File: config.mk
export PLATFORM = sky130hd
export DESIGN_NAME = svm_ctrl
export DESIGN_NICKNAME = d
export VERILOG_FILES = /design/src/design/svm_pkg.sv /design/src/design/svm_ctrl.sv
export SDC_FILE = /design/constraint.sdc
export NUM_CORES = 1
export LEC_CHECK = 0
export BUFFER_PORTS_ARGS = -buffer_cell sky130_fd_sc_hd__buf_2
export CAP_MARGIN = 5
export CORE_AREA = 3 3 53 55
export DETAILED_ROUTE_END_ITERATION = 8
export DIE_AREA = 0 0 56 58
export SYNTH_ARGS = -nofsm -noshare
export SYNTH_HDL_FRONTEND = slang
export SYNTH_SLANG_ARGS = --single-unit
File: constraint.sdc
create_clock -name clk -period 2 [get_ports clk]
set_input_delay 0.4 -clock clk [delete_from_list [all_inputs] [get_ports clk]]
set_output_delay 0.4 -clock clk [all_outputs]
set_load 0.02 [all_outputs]
File: src/design/svm_pkg.sv
// Package: opcodes, controller states and controller/datapath command types.
`default_nettype none
package svm_pkg;

	typedef enum logic [4:0] {
		OP_ADD  = 5'd0,  OP_AND  = 5'd1,  OP_CALL = 5'd2,  OP_DIV  = 5'd3,
		OP_HCF  = 5'd4,  OP_JIL  = 5'd5,  OP_JMP  = 5'd6,  OP_JNE  = 5'd7,
		OP_LB   = 5'd8,  OP_LD   = 5'd9,  OP_LW   = 5'd10, OP_MOD  = 5'd11,
		OP_MUL  = 5'd12, OP_NOT  = 5'd13, OP_POP  = 5'd14, OP_PUSH = 5'd15,
		OP_RET  = 5'd16, OP_SB   = 5'd17, OP_SHIL = 5'd18, OP_SHIR = 5'd19,
		OP_SW   = 5'd20, OP_SUB  = 5'd21
	} opcode_t;

	typedef enum logic [3:0] {
		ST_IDLE, ST_LOAD, ST_FETCH, ST_EXEC, ST_MEMRD, ST_MEMWR, ST_DIV, ST_DONE
	} state_t;

	localparam int unsigned DIV_STEPS = 16;

	// controller -> datapath
	typedef struct packed {
		logic       take_in;     // capture input transaction
		logic       do_load;     // write load byte
		logic       fetch_rd;    // read fetch byte fcnt
		logic       exec;        // decode, capture operands
		logic       mem_rd;      // data read byte mcnt
		logic       mem_wr;      // data write byte mcnt
		logic       div_step;    // one divider iteration
		logic       finish;      // commit results, build output
		logic       halted_out;  // step on halted machine / load
		logic [1:0] cnt;         // byte index
	} svm_cmd_t;

	// datapath -> controller
	typedef struct packed {
		logic       is_step;
		logic       halted;
		logic       need_rd;
		logic       need_wr;
		logic       two_bytes;
		logic       need_div;
	} svm_sts_t;

endpackage
`default_nettype wire

File: src/design/svm_ctrl.sv
// Controller state machine sequencing fetch, execute, memory and divide.
`default_nettype none
module svm_ctrl (
	input  wire logic            clk,
	input  wire logic            arst_n,
	input  wire logic            in_valid,
	output logic                 in_ready,
	output logic                 out_valid,
	input  wire logic            out_ready,
	input  wire svm_pkg::svm_sts_t sts,
	output svm_pkg::svm_cmd_t    cmd
);
	import svm_pkg::*;

	state_t     state_q, state_d;
	logic [4:0] cnt_q, cnt_d;
	logic       ovalid_q, ovalid_d;

	logic finish_ev;
	logic [4:0] rd_last;

	// byte reads land two registers later (rdata_q, then ld_q): the count runs one past the last request
	assign rd_last = sts.two_bytes ? 5'd2 : 5'd1;

	always_comb begin
		state_d = state_q;
		cnt_d   = cnt_q;
		unique case (state_q)
			ST_IDLE: begin
				if (in_valid) begin
					state_d = ST_LOAD;
				end
			end
			ST_LOAD: begin
				cnt_d = '0;
				if (!sts.is_step) state_d = ST_DONE;
				else if (sts.halted) state_d = ST_DONE;
				else state_d = ST_FETCH;
			end
			ST_FETCH: begin
				cnt_d = cnt_q + 5'd1;
				// four reads, then a spare state at count 4 for the last byte to land in the word
				if (cnt_q == 5'd4) begin
					state_d = ST_EXEC;
				end
			end
			ST_EXEC: begin
				cnt_d = '0;
				if (sts.need_rd) state_d = ST_MEMRD;
				else if (sts.need_wr) state_d = ST_MEMWR;
				else if (sts.need_div) state_d = ST_DIV;
				else state_d = ST_DONE;
			end
			ST_MEMRD: begin
				cnt_d = cnt_q + 5'd1;
				if (cnt_q == rd_last) state_d = ST_DONE;
			end
			ST_MEMWR: begin
				cnt_d = cnt_q + 5'd1;
				if (!sts.two_bytes || cnt_q == 5'd1) state_d = ST_DONE;
			end
			ST_DIV: begin
				cnt_d = cnt_q + 5'd1;
				if (cnt_q == 5'(DIV_STEPS - 1)) state_d = ST_DONE;
			end
			ST_DONE: begin
				if (!ovalid_q || out_ready) state_d = ST_IDLE;
			end
			default: state_d = ST_IDLE;
		endcase
	end

	assign finish_ev = (state_q == ST_DONE) && (!ovalid_q || out_ready);

	always_comb begin
		cmd          = '0;
		cmd.cnt      = cnt_q[1:0];
		in_ready     = (state_q == ST_IDLE);
		cmd.take_in  = in_ready && in_valid;
		unique case (state_q)
			ST_LOAD:  cmd.do_load = !sts.is_step;
			ST_FETCH: cmd.fetch_rd = (cnt_q < 5'd4);
			ST_EXEC:  cmd.exec = 1'b1;
			ST_MEMRD: cmd.mem_rd = (cnt_q < rd_last);
			ST_MEMWR: cmd.mem_wr = 1'b1;
			ST_DIV:   cmd.div_step = 1'b1;
			ST_DONE:  cmd.finish = finish_ev;
			default: ;
		endcase
		cmd.halted_out = !sts.is_step || sts.halted;
	end

	always_comb begin
		ovalid_d = ovalid_q;
		if (out_ready) ovalid_d = 1'b0;
		if (finish_ev) ovalid_d = 1'b1;
	end
	assign out_valid = ovalid_q;

	always_ff @(posedge clk or negedge arst_n) begin
		if (!arst_n) begin
			state_q  <= ST_IDLE;
			cnt_q    <= '0;
			ovalid_q <= 1'b0;
		end else begin
			state_q  <= state_d;
			cnt_q    <= cnt_d;
			ovalid_q <= ovalid_d;
		end
	end
endmodule
`default_nettype wire

==> Word-level counts from Yosys, hierarchy flattened <==
Cells that the tools add are included.
{ "word_totals": {"reg_bits": 10, "latch_bits": 0, "ram_bits": 0, "mem_bits_ro": 0, "inputBits": 10, "out_inout_bits": 13, "word_cells": 60, "memories": 0} }
{ "op_classes": {"add_sub_neg": 1, "n_mul": 0, "div": 0, "order_cmp": 2, "eq_ne": 17, "shifts": 0, "n_mux": 23, "bitwise_logic": 0, "n_reduce_logical": 14} }
{ "op_table": {"columns": ["cell", "count"], "rows": [
  ["4-bit case mux with 8 select lines", 1],
  ["4-bit 2-to-1 mux", 6],
  ["4-bit by 3-bit equality test with 1-bit output, second input constant", 4],
  ["2-bit != test, second input constant", 6],
  ["1-bit 2-to-1 mux", 10],
  ["5-bit case mux with 2 select lines", 1],
  ["4-bit by 2-bit equality test with 1-bit output, second input constant", 2],
  ["2-bit 2-to-1 mux", 3],
  ["3-bit 2-to-1 mux", 2],
  ["6-bit AND reduction", 1],
  ["5-bit by 1-bit adder with 5-bit output, second input constant", 1],
  ["5-bit by 1-bit equality test with 1-bit output, second input constant", 1],
  ["5-bit by 2-bit equality test with 1-bit output", 1],
  ["5-bit by 3-bit equality test with 1-bit output, second input constant", 1],
  ["5-bit by 4-bit equality test with 1-bit output, second input constant", 1],
  ["5-bit by 2-bit < comparator with 1-bit output", 1],
  ["5-bit by 3-bit < comparator with 1-bit output, second input constant", 1],
  ["4-bit by 1-bit equality test with 1-bit output, second input constant", 1],
  ["4-bit zero test", 1],
  ["2-bit nonzero test", 2],
  ["4-bit OR reduction", 1],
  ["1-bit zero test", 3],
  ["1-bit logical OR", 3],
  ["1-bit logical AND", 2],
  ["2-bit OR reduction", 1]
]} }

==> Depth between registers and ports, before layout <==
Gate-level depths: netlist (run 1).
{ "depth": {"word_depth": 4, "mapped_depth": 6, "depth_no_buf": 6} }

==> Worst setup path before layout (run 1) <==
OpenSTA, ideal clock, no wires.
{ "synth_timing": {"kind": "reg2out", "startpoint": "register state_q[1]", "endpoint": "output cmd[6] (netlist bit)", "t_arrival_ps": 1762, "required_time_ps": 1600, "setup_slack_ps": -162, "stages_incl_launch_ff": 4, "path_buffers": 1, "cell_sequence": "dfrtp_1 buf_6 or4_4 nor4b_1"} }
{ "synth_lines": {"columns": ["item", "line", "text"], "rows": [
  ["start, declared", "svm_ctrl.sv:15", "state_t state_q, state_d;"],
  ["start signal, assigned", "svm_ctrl.sv:106", "state_q <= state_d;"],
  ["end, declared", "svm_ctrl.sv:11", "output svm_pkg::svm_cmd_t cmd"]
]} }

==> results of run 1 <==
-- power breakdown --
part	switching, W	total [W]	leakage (nW)	internal [W]
clock	0.0000697	0.000147	0.0150	0.0000771
combinational	0.000606	0.00110	0.367	0.000498
sequential	0.000138	0.000416	0.103	0.000278
total	0.000814	0.00167	0.485	0.000852
-- through the flow --
| step | hold slack [ps] | util [%] | total power (W) | instance area, um^2 |
|---|---|---|---|---|
| after floorplan | 104 | - | 0.00128 | 881 |
| after global placement | 273 | 40.6 | 0.00146 | 988 |
| after detailed placement | 266 | 40.6 | 0.00148 | 988 |
| after CTS | 426 | 42.5 | 0.00165 | 1030 |
| after global routing | 461 | 43.1 | 0.00183 | 1050 |
| final | 429 | 43.1 | 0.00167 | 1050 |
-- worst max path at each step --
stage / to / slack [ps] / cells after the start
after floorplan: cmd[8] / 80 / 5
after global placement: cmd[6] / 190 / 6
after global routing: cmd[6] / -50 / 3
final: cmd[6] / 7 / 3
after detailed placement: cmd[6] / 140 / 6
after CTS: cmd[6] / -10 / 3
-- cells by family after synthesis --
group                      Yosys count  share of synthesized area [%]
adders and majority gates            6                           8.58
and+or+nand+nor                     40                           27.6
muxes                                1                           1.29
buffers and inverters               21                           13.6
DFF                                  9                           25.8
AOI/OAI and AO/OA                   27                           23.2
-- sequential cells by signal, indices dropped and copies added (netlist names) --
| register | flops |
|---|---|
| cnt_q | 5 |
| out_valid | 1 |
| state_q | 3 |
-- timing repair --
action	CTS	global route
pin swaps	1	0
hold buffers	1	0
endpoints found under the hold margin	9	0
gates resized for setup	1	4
endpoints found under the setup margin	1	6
buffers inserted	1	0
-- layer usage --
metal	GRT usage (%)	vias up	routed length (um)
met1	18.4	374	1090
met3	0.891	2	36
met5	0	-	0
li1	-	427	-
met4	8.14	0	34
met2	20.2	10	951
-- cell type report --
class                      instances  area, um^2  area share, %
inverter                           9        33.8           3.23
tap                               30        37.5           3.58
clock buffer                       4        26.3           2.51
timing repair buffer              30         175           16.7
multi-input combinational         74         546           52.1
sequential                         9         229           21.9
-- cell usage in the layout, fill, tap and decap left out, types with 2 or more instances in the layout --
| cell type | instances |
|---|---|
| nand3_1 | 4 |
| o22ai_1 | 3 |
| a221o_1 | 2 |
| nand2b_1 | 4 |
| o2bb2ai_1 | 3 |
| and2_1 | 2 |
| dfrtp_2 | 3 |
| ha_1 | 6 |
| a21oi_1 | 5 |
| o211a_1 | 2 |
| dfrtp_1 | 6 |
| clkbuf_4 | 3 |
| o21ai_0 | 4 |
| and3_1 | 2 |
| buf_2 | 21 |
| nor4_1 | 2 |
| nand4b_1 | 2 |
| nor2_1 | 4 |
| nor3_1 | 2 |
| buf_4 | 8 |
| nor2b_1 | 6 |
| inv_1 | 9 |
| nand2_1 | 6 |
| o221ai_1 | 2 |
-- worst min-delay path, stage by stage --
cell,delay [ps]
buf_2,70
nand2b_1,130
nand2_1,60
==> impl_metrics.yaml, run 1 <==
min_path:
  min_path_type: "input pin to flip-flop"
  whs_path_depth: 3
  hold_end: "out_valid"
  worstHoldStart: "out_ready"
timing:
  slew_headroom_pct: 74.0
  slew_viol_final: 0
  timing_hold_violations_final: 0
  fmax_mhz: 502
  setup_ws_ps: 7.35
  rsz0062_at_grt: "true"
  skew_ps: 1.68
  timing.setup.tns_ps: 0
  period_share_pct: 99.6
  period_minus_slack_ps: 1990
  setup_viol: 0
  tightest_slew_ps: 380
floorplan:
  die-area_um2: 3250
  die_y_um: 58
  rows: 18
  start_util_pct: 36.0
  io_pins: 23
  die-width_um: 56
  core_um2: 2430
worst_setup_path:
  required_ps: 1600
  max_stage_delay_ps: 570
  path_max_fanout: 2
  cp-start-kind: "flip-flop"
  crit_buf_inv: 1
  r2r_slack_ps: 300
  worstSetupStartpoint: "cnt_q[3]"
  critical_path_class: "flip-flop to output pin"
  cp.arrival_ps: 1590
  path_cells: "or4_4 > nor4b_4 > buf_4"
  slowest_stage: "or4_4"
  path_delay_family: "simple AND/OR/NAND/NOR gates"
  worst_setup_path_end_kind: "output pin"
  r2r-start: "cnt_q[0]"
  r2r_cells: 5
  reg2reg_to: "state_q[1]"
place:
  io_buffers: 22
  dp.cells: 150
  place_hpwl_mm: 1.56
  dp_slack_ps: 143
  gp_congestion: 0.782
run:
  cap_viol_max_count: 0
clock_tree:
  cts_tree: "done"
  clock_latency_ps: 260
  cts-root-buf: "clkbuf_4"
  cts_made_buffers: 3
  htreeDepth: 1
  clockBufferDepth: 2
  clk_pin_slew_ps: 70
  clock-sinks: 9
global_route:
  grt.overflow.total: 0
  grt_pass1_vias: 742
  grt_max_degree: 28
  antenna_found_initial: 0
  grt_usage_pct: 13.3
  grt_pass1_wl_mm: 3.40
detailed_routing:
  postRouteAntennaNets: 0
  first_pass_iters: 4
  viasPerCell: 5.21
  initialDrtViolationCount: 13
  route.vias.total: 813
  wl_per_cell_um: 13.5
  wirelength_mm: 2.11
  drc_errors: 0
finish:
  nFillCells: 255
  drive_above_1_share_pct: 31.7
  layout.nets: 143
  syn_to_final_growth_pct: 19.7
  final_cells: 156
  diodes: 0
synth:
  synth.yosys.seq_area_share_pct: 25.8
  ys_top_cells_by_count: "dfrtp_1 (9), inv_1 (9), ha_1 (6), nand2_1 (6), nor2b_1 (6)"
  synthTopCellsByArea: "dfrtp_1 (26%), ha_1 (8.6%), nor2b_1 (4.3%)"
  ys_warn_count: 0
  async_flop_share_pct: 100
  yosysUniqueCellTypes: 36
  avgSynthCellArea_um2: 8.41
  yosysTopAreaCell: "dfrtp_1"
  synth_top_area_share_pct: 25.8
  ys_ff_latch: 9
  synth_edf_count: 0
  synth-main-ff-cell: "dfrtp_1"
  synth_nets: 120
  synthCells: 104
  synth_area_um2: 875
status:
  status: "finished clean"
power_and_ir_drop:
  p_per_area_nw_per_um2: 1590
  peakVddDrop_mv: 0.746
  leakage_nw: 0.485
Note: power is estimated with default switching activity, not from simulation.
==> run 2: changes to the inputs <==
==> constraint.sdc (replaced) <==
create_clock -name clk -period 2 [get_ports clk]
set_input_delay 0.4 -clock clk [delete_from_list [all_inputs] [get_ports clk]]
set_output_delay 0.4 -clock clk [all_outputs]
set_load 0.1 [all_outputs]
==> run 2 against run 1 <==
Net effect:
- the run now ends with negative setup slack left
- hold slack gained 9.2 ps
- cell area grew 19%
- global-route usage grew 1.1 points
- first-iteration DRC count grew 54%
- via count grew 4.9%
- critical path depth is the same
- cell count grew 0.64%
- worst setup slack lost 100 ps
- sequential cell count is the same
- highest routed layer unchanged
==> impl_metrics.yaml, run 2 (synthesis gave the netlist of run 1 again) <==
status:
  status: "complete, but fails checks"
  violations: "negative setup slack"
finish:
  layout.nets: 144
  drive_above_1_share_pct: 37.0
  nFillCells: 225
  regMostFlops: "cnt_q"
  final_cells: 157
  final_core_util_pct: 51.3
  diodes: 0
  syn_to_final_growth_pct: 42.6
  layout_common_cells: "buf_2 (13), inv_1 (9), buf_12 (9)"
  final_common_cell: "buf_2"
  largest_reg_flops: 5
detailed_routing:
  viasPerCell: 5.43
  postRouteAntennaNets: 0
  first_pass_iters: 4
  initialDrtViolationCount: 20
  route.vias.total: 853
  wirelength_mm: 2.21
  drc_errors: 0
  wl_per_cell_um: 14.1
clock_tree:
  clk_pin_slew_ps: 60
  cts_tree: "done"
  clock_latency_ps: 260
  htreeDepth: 1
  clockBufferDepth: 2
  clock-sinks: 9
  cts_made_buffers: 3
  cts-root-buf: "clkbuf_4"
global_route:
  grt.met1_usage_pct: 18.6
  grt_usage_pct: 14.4
  grt_pass1_wl_mm: 3.68
  grt.overflow.total: 0
  grt_pass1_vias: 827
  busiest_layer: "met2"
  grt_use_met2_pct: 24.9
  antenna_found_initial: 0
  grt_max_degree: 28
  met3_usage_pct: 2.23
place:
  gp_congestion: 0.804
  io_buffers: 22
  dp.cells: 151
  place_hpwl_mm: 1.68
run:
  cap_viol_max_count: 0
worst_setup_path:
  cp.arrival_ps: 1690
  path_cells: "or4_4 > nor4b_4 > buf_12"
  critical_path_class: "flip-flop to output pin"
  max_stage_delay_ps: 570
  slowest_stage: "or4_4"
  path_max_fanout: 2
  cp-start-kind: "flip-flop"
  worst_setup_path_end_kind: "output pin"
  crit_buf_inv: 1
  path_delay_family: "simple AND/OR/NAND/NOR gates"
  required_ps: 1600
min_path:
  min_path_type: "input pin to flip-flop"
timing:
  setup_viol: 2
  skew_ps: 1.75
  period_minus_slack_ps: 2090
  rsz0062_at_grt: "true"
  slew_headroom_pct: 68.4
  slew_viol_final: 0
  period_share_pct: 105
  fmax_mhz: 478
  timing_hold_violations_final: 0
  tightest_slew_ps: 461
  setup_ws_ps: -94.2
floorplan:
  die-area_um2: 3250
  core_um2: 2430
  die_y_um: 58
  die-width_um: 56
  io_pins: 23
  start_util_pct: 36.0
  rows: 18
-- run 2: cell types whose count changed in the layout (fill, tap and decap cells not counted), sizes merged --
cell	delta
buf	+1
-- run 2: metal layers --
| layer | wire length [um] | part of all wire [%] |
|---|---|---|
| met5 | 0 | 0 |
| met3 | 84 | 3.8 |
| met2 | 1120 | 51 |
| met4 | 14 | 0.63 |
| met1 | 984 | 45 |
-- run 2: through the flow --
stage	TNS (ps)	area, um^2	setup slack (ps)	hold WS (ps)
after floorplan	-1310	975	-494	104
after global placement	0	1200	57.2	271
after detailed placement	0	1200	40.8	268
after CTS	-112	1250	-100	440
after global routing	-269	1250	-136	476
final	-101	1250	-94.2	438
-- run 2: repair_timing --
item                                   CTS  global route
setup endpoints to repair                3             4
buffers inserted                         1             0
hold buffers                             1             0
gates resized for setup                  1             1
endpoints found under the hold margin    9             0
-- run 2: tightest hold or removal path: stages --
cell	delay (ps)
buf_2	70
nand2b_1	130
nand2_1	60
-- run 2: final timing paths --
check	startpoint	cells after the start	slack, ps	to
max in group asynchronous	arst_n	2	1280	state_q[0]
hold / removal	out_ready	3	440	out_valid
hold reg to reg	out_valid	2	530	out_valid
setup / recovery	state_q[1]	3	-90	cmd[6]
setup reg to reg	cnt_q[0]	5	220	state_q[1]
min in group asynchronous	arst_n	2	520	out_valid
-- run 2: cell type report --
cell class	count	area, um^2	share of cell area, %
clock buffer	4	26.3	2.11
multi-input combinational	74	608	48.7
sequential	9	226	18.2
inverter	9	33.8	2.71
tap	30	37.5	3.01
timing repair buffer	31	315	25.3
Power of run 2 is not shown: default switching activity piles up to over one toggle a cycle in this logic, so the estimate is an artifact.
==> run 3: changes to the inputs <==
--- a/config.mk
+++ b/config.mk
@@ -10,6 +10,7 @@
 export CORE_AREA = 3 3 53 55
 export DETAILED_ROUTE_END_ITERATION = 8
 export DIE_AREA = 0 0 56 58
+export RECOVER_POWER = 50
 export SYNTH_ARGS = -nofsm -noshare
 export SYNTH_HDL_FRONTEND = slang
 export SYNTH_SLANG_ARGS = --single-unit
==> run 3 against run 2 <==
Net effect:
- the run still ends with negative setup slack left
- critical path depth unchanged
- clock-buffer cell count stayed put
- worst setup slack is essentially flat
- global-route usage did not move
- first-iteration DRC count fell by 30%
- via count unchanged
- cell area is 0.30% lower
- hold slack gained 2.2 ps
- critical path type unchanged
- critical endpoint unchanged
- highest routed layer unchanged
==> impl_metrics.yaml, run 3 (synthesis gave the netlist of run 1 again) <==
finish:
  nFillCells: 226
  fin_area_um2: 1240
  final_common_cell: "buf_2"
  drive_above_1_share_pct: 35.4
  regMostFlops: "cnt_q"
  diodes: 0
  largest_reg_flops: 5
  layout.nets: 144
  regArea_um2: 226
  final_cells: 157
  layout_common_cells: "buf_2 (12), inv_1 (9), buf_12 (9)"
  multi_input_area_um2: 606
  syn_to_final_growth_pct: 42.2
worst_setup_path:
  required_ps: 1600
  path_max_fanout: 2
  worst_setup_path_end_kind: "output pin"
  r2r_cells: 5
  r2r_slack_ps: 220
  worstSetupStartpoint: "state_q[1]"
  reg2reg_to: "state_q[1]"
  crit_path_end: "cmd[6]"
  critical_path_class: "flip-flop to output pin"
  cp-start-kind: "flip-flop"
  cp.arrival_ps: 1690
  r2r-start: "cnt_q[0]"
global_route:
  grt.overflow.total: 0
  grt_pass1_vias: 827
  grt_max_degree: 28
  grt_pass1_wl_mm: 3.68
  grt_usage_pct: 14.4
  antenna_found_initial: 0
timing:
  timing_hold_violations_final: 0
  hold_slack_ps: 440
  tightest_slew_ps: 519
  fmax_mhz: 478
  slew_viol_final: 0
  setup_viol: 2
  period_minus_slack_ps: 2090
  slew_headroom_pct: 65.4
  rsz0062_at_grt: "true"
  skew_ps: 1.82
  period_share_pct: 105
  setup_ws_ps: -94.2
detailed_routing:
  wl_per_cell_um: 14.1
  wirelength_mm: 2.22
  initialDrtViolationCount: 14
  route.met3.wl_um: 81
  first_pass_iters: 4
  postRouteAntennaNets: 0
  wl_met1_um: 991
  drc_errors: 0
  viasPerCell: 5.43
  route.vias.total: 853
  highest_layer: "met4"
  met2_length_mm: 1.11
place:
  dp.cells: 151
  place_hpwl_mm: 1.68
  placed_area_um2: 1200
  io_buffers: 22
  gp_congestion: 0.804
clock_tree:
  htreeDepth: 1
  cts-root-buf: "clkbuf_4"
  clk_pin_slew_ps: 60
  clock-sinks: 9
  cts_tree: "done"
  clock_latency_ps: 260
  clockBufferDepth: 2
  cts_made_buffers: 3
floorplan:
  io_pins: 23
  die-width_um: 56
  rows: 18
  die-area_um2: 3250
  core_um2: 2430
  die_y_um: 58
  start_util_pct: 36.0
status:
  violations: "negative setup slack"
  status: "complete, but fails checks"
min_path:
  min_path_type: "input pin to flip-flop"
  whs_path_depth: 3
run:
  cap_viol_max_count: 0
==> run 3: how the worst min path moves through the flow <==
stage | start | to | slack, ps
floorplan | arst_n | cnt_q[0] | 100
global placement | arst_n | state_q[0] | 270
detailed placement | arst_n | state_q[0] | 270
CTS | out_ready | out_valid | 440
global route | out_ready | out_valid | 470
finish | out_ready | out_valid | 440
==> run 3: through the flow <==
stage	worst slack, ps	utilization [%]	TNS [ps]
after CTS	-100	51.2	-112
final	-94.2	51.1	-101
after global placement	57.2	49.3	0
after detailed placement	40.8	49.3	0
after global routing	-136	51.1	-347
after floorplan	-494	-	-1310
==> run 3: layout make-up <==
type / instances / share of cell area (%)
Inverter: 9 / 2.72
Clock buffer: 4 / 2.11
Multi-Input combinational cell: 74 / 48.7
Sequential cell: 9 / 18.2
Timing Repair Buffer: 31 / 25.3
Tap cell: 30 / 3.02
==> run 3: critical path, cell delays in order (launching register included) <==
cell	delay, ps
dfrtp_1	380
or4_4	570
nor4b_4	280
buf_12	210
==> run 3: routing by layer <==
layer / track usage [%] / vias to the layer above
met1: 18.6 / 404
met5: 0 / -
met2: 24.9 / 21
li1: - / 424
met3: 2.23 / 4
met4: 4.41 / 0
==> run 3: timing repair <==
action / CTS / global route
endpoints found under the hold margin: 9 / 0
setup buffers: 1 / 0
endpoints found under the setup margin: 3 / 4
hold buffers: 1 / 0
resized for setup: 1 / 1
Power of run 3 is left out for the same reason.
